`src/sv/fbc_ram.sv`:
```
// fbc_ram: generic single-write, single-read RAM with registered read data
// depends on nothing
`default_nettype none

module fbc_ram #(
  parameter  int unsigned WIDTH = 8,
  parameter  int unsigned DEPTH = 4,
  localparam int unsigned AW    = (DEPTH > 1) ? $clog2(DEPTH) : 1
) (
  input  wire logic             clk_i,
  input  wire logic             we_i,
  input  wire logic [AW-1:0]    waddr_i,
  input  wire logic [WIDTH-1:0] wdata_i,
  input  wire logic             re_i,
  input  wire logic [AW-1:0]    raddr_i,
  output logic      [WIDTH-1:0] rdata_o
);

  logic [WIDTH-1:0] mem_q [DEPTH];

  // write port
  always_ff @(posedge clk_i) begin
    if (we_i) begin
      mem_q[waddr_i] <= wdata_i;
    end
  end

  // registered read port
  always_ff @(posedge clk_i) begin
    if (re_i) begin
      rdata_o <= mem_q[raddr_i];
    end
  end

endmodule

`default_nettype wire

```
`config.mk`:
```
export PLATFORM = sky130hd
export DESIGN_NAME = fbc_ram
export DESIGN_NICKNAME = d
export VERILOG_FILES = /design/src/sv/fbc_ram.sv
export SDC_FILE = /design/constraint.sdc
export NUM_CORES = 1
export LEC_CHECK = 0
export ABC_CLOCK_PERIOD_IN_PS = 1540
export BUFFER_PORTS_ARGS = -buffer_cell sky130_fd_sc_hd__buf_4
export CAP_MARGIN = 20
export CORE_ASPECT_RATIO = 0.9
export CORE_UTILIZATION = 54
export DETAILED_ROUTE_END_ITERATION = 16
export PLACE_DENSITY = 0.89
export SYNTH_ARGS = -nofsm -noshare
export SYNTH_HDL_FRONTEND = slang
export SYNTH_SLANG_ARGS = --single-unit
```
`constraint.sdc`:
```
create_clock -name clk_i -period 1.54 [get_ports clk_i]
set_input_delay 0.231 -clock clk_i [delete_from_list [all_inputs] [get_ports clk_i]]
set_output_delay 0.231 -clock clk_i [all_outputs]
set_load 0.02 [all_outputs]
```
## Yosys cells after proc, flatten, opt, wreduce, memory -nomap -nowiden

Memories as Yosys holds them, arrays and structs flattened. A register that Yosys moved wholly into a read port is not among the register bits.
Cells that the tools add are included.

| word-level totals | value |
|---|---|
| memories kept | 1 |
| bits in registers | 0 |
| input port bits | 15 |
| bits in writable memories | 32 |

Memories:

| name | words | bits a word | read ports | clocked after Yosys merged registers in | wr ports | RTL line | RTL |
|---|---|---|---|---|---|---|---|
| mem_q | 4 | 8 | 1 | 1 | 1 | 19 | `logic [WIDTH-1:0] mem_q [DEPTH];` |

| operators by class | value |
|---|---|
| mux-type cells | 2 |

Operators with widths:

| operator | count |
|---|---|
| $mux W1 | 2 |

## Longest topological paths before layout

| logic depth | value |
|---|---|
| depth after elaboration | 2 |
| mapped depth | 2 |
| depth with buffers taken out | 1 |

## Worst setup path before layout

Ideal clock, no wire load.

| path | value |
|---|---|
| path kind | input -> register |
| start point | input waddr_i[0] |
| end point | memory mem_q[0][0] (enable) |
| stages on the path | 1 |
| setup time | 0.385 ns |
| data arrival time | 0.910 ns |
| required time | 1.155 ns |
| buffers on the path | 0 |
| setup slack | 0.245 ns |
| path through | nor3b_1 |

RTL lines:

| item | RTL line | RTL |
|---|---|---|
| from (decl) | 12 | `input wire logic [AW-1:0] waddr_i,` |
| to (decl) | 19 |  |

No word-level cell before the write port.

## Worst setup path in the final report

| path | value |
|---|---|
| start point | memory mem_q[3][0] |
| end point | register rdata_o[0] (read register of mem_q), data pin |

RTL lines:

| item | RTL line | RTL |
|---|---|---|
| to (decl) | 16 | `output logic [WIDTH-1:0] rdata_o` |

No word-level cell between the ends.

==> reports/metrics.cfg <==
[clocking]
clock-sinks = 40
clockBufferDepth = 2
clk_latency_ps = 330
clockRootBuffer = clkbuf_4
cts_htree_levels = 2
post_cts_buffers = 0
cts_tree = done
cts_made_buffers = 5
cts_resized = 0
clk_pin_slew_worst_paths_ps = 100
hold_buffers = 0

[die]
die_width_microns = 56.22
die_height_microns = 50.80
coreArea_sq_mm = 0.002489
die_area_sq_mm = 0.002856
pin_count = 23
start_util_pct = 57.42
rows = 17

[global_route]
antenna_found_initial = 0
grt_max_degree = 11
grt_pass1_wl_microns = 3229
overflow = 0
grt_pass1_vias = 654
track_usage_pct = 17.54

[layout]
diodes = 0
seqCellArea_sq_mm = 0.001201
area_growth_syn_to_layout_pct = 16.02
final_cell_mix = 40 x edfxtp_1, 23 x buf_4, 8 x mux4_2, 5 x clkbuf_4, 2 x and3b_1
fillCellCount = 159
drive_gt1_share_pct = 45.00
final_cells = 108
multiInputGateArea_sq_um = 211.5
fin_util_pct = 66.62
nNetsFinal = 97
mostFrequentLayoutCell = edfxtp_1

[power]
power_mw = 1.872
p_per_area_mw_per_mm2 = 1129
leakage_nw = 0.5782
ir_drop_mv = 0.9527

[timing]
setup_viol = 0
finalSetupTns_ps = 0
period_minus_slack_ps = 1131
rsz0062_at_grt = no
skew_ps = 5.081
period_share_pct = 73.42
finalHoldViolations = 0
slew_headroom_pct = 71.23
slew_violations = 0
worst_pin_slew_ps = 431.6
max_freq_mhz = 884.4

[route]
drc = 0
wirelength_microns = 2120
detail-route-antenna-nets = 0
wire_per_inst_microns = 19.63
drt_iter0_drc = 2
detail_route.first_pass.iterations = 4
vias = 622
avgViaCountPerCell = 5.759

[logic_synthesis]
yosysSeqAreaShare_pct = 84.06
netlist_area_sq_mm = 0.001429
yosysUniqueCellTypes = 7
avgSynthCellArea_sq_um = 26.46
postSynthCellCount = 54
synth_fp_nets = 69
ys_warn_count = 0
synth_seq_cells = 40

[worst_setup_path]
cp-start-kind = flop
crit_type = flop to flop
path_buf_inv = 0
rr_worst_depth = 1
cpLargestDelayFamily = multiplexers
required_ps = 1610
cp_cell_sequence = mux4_2
crit_slowest_cell = mux4_2
worstPathMaxFanout = 1
endpoint_kind = flop
critPathMaxStageDelay_ps = 480
path_depth = 1
crit_arrival_ps = 1200

[worst_hold_path]
whs_path_depth = 1
min_path_type = input pin to flop

[run]
cap_violations = 0

[placement]
dp.cells = 103
portBuffers = 22
place.gp.congestion = 0.6781

[outcome]
status = completed

==> area by class of cell <==
| type | count | share of cell area (%) |
|---|---|---|
| Multi-Input combinational cell | 12 | 12.75 |
| Sequential cell | 40 | 72.45 |
| Clock buffer | 5 | 2.264 |
| Timing Repair Buffer | 23 | 10.42 |
| Tap cell | 28 | 2.113 |
==> per-layer routing <==
layer  wire [microns]  global-route usage (%)
met3              109                   7.990
met1              787                   18.70
met5                0                       0
met2             1223                   30.95
met4                0                   6.098
==> through the flow <==
step / instance area, sq um / hold slack, ps / worst slack, ps
after floorplan: 1429 / 329.9 / 244.9
after global placement: 1620 / 429.7 / 343.1
after detailed placement: 1620 / 434.6 / 304.2
after CTS: 1658 / 80.19 / 409.3
after global routing: 1658 / 70.54 / 382.8
final: 1658 / 94.97 / 409.3
==> state kept, by name (all words and copies together), names as in the netlist <==
name	flops
mem_q	32
rdata_o	8
==> cells in the mapped netlist <==
cell	number	area [sq um]
and3_1	1	6.260
mux4_2	8	180.2
nor3b_1	1	7.510
buf_6	1	11.26
and3b_1	2	17.52
clkbuf_2	1	5.000
edfxtp_1	40	1201
==> cells by family (layout without fill, tap and decap cells) <==
logic type             after synthesis  in the layout  synth area share (%)
buffers and inverters                2             28                 1.138
muxes                                8              8                 12.61
DFF                                 40             40                 84.06
and+or+nand+nor                      4              4                 2.190
==> final timing paths <==
path,start,slack [ps],end
max,mem_q[3][0],410,rdata_o[0]
min,wdata_i[7],90,mem_q[3][7]
max reg2reg,mem_q[3][0],410,rdata_o[0]
min reg2reg,mem_q[3][3],640,rdata_o[3]
==> power by group <==
group	switching [mW]	internal, mW
registers	0.0134	1.26
logic	0.0750	0.0768
clock network	0.290	0.153
total	0.378	1.49
Note: power is estimated with default switching activity, not from simulation.
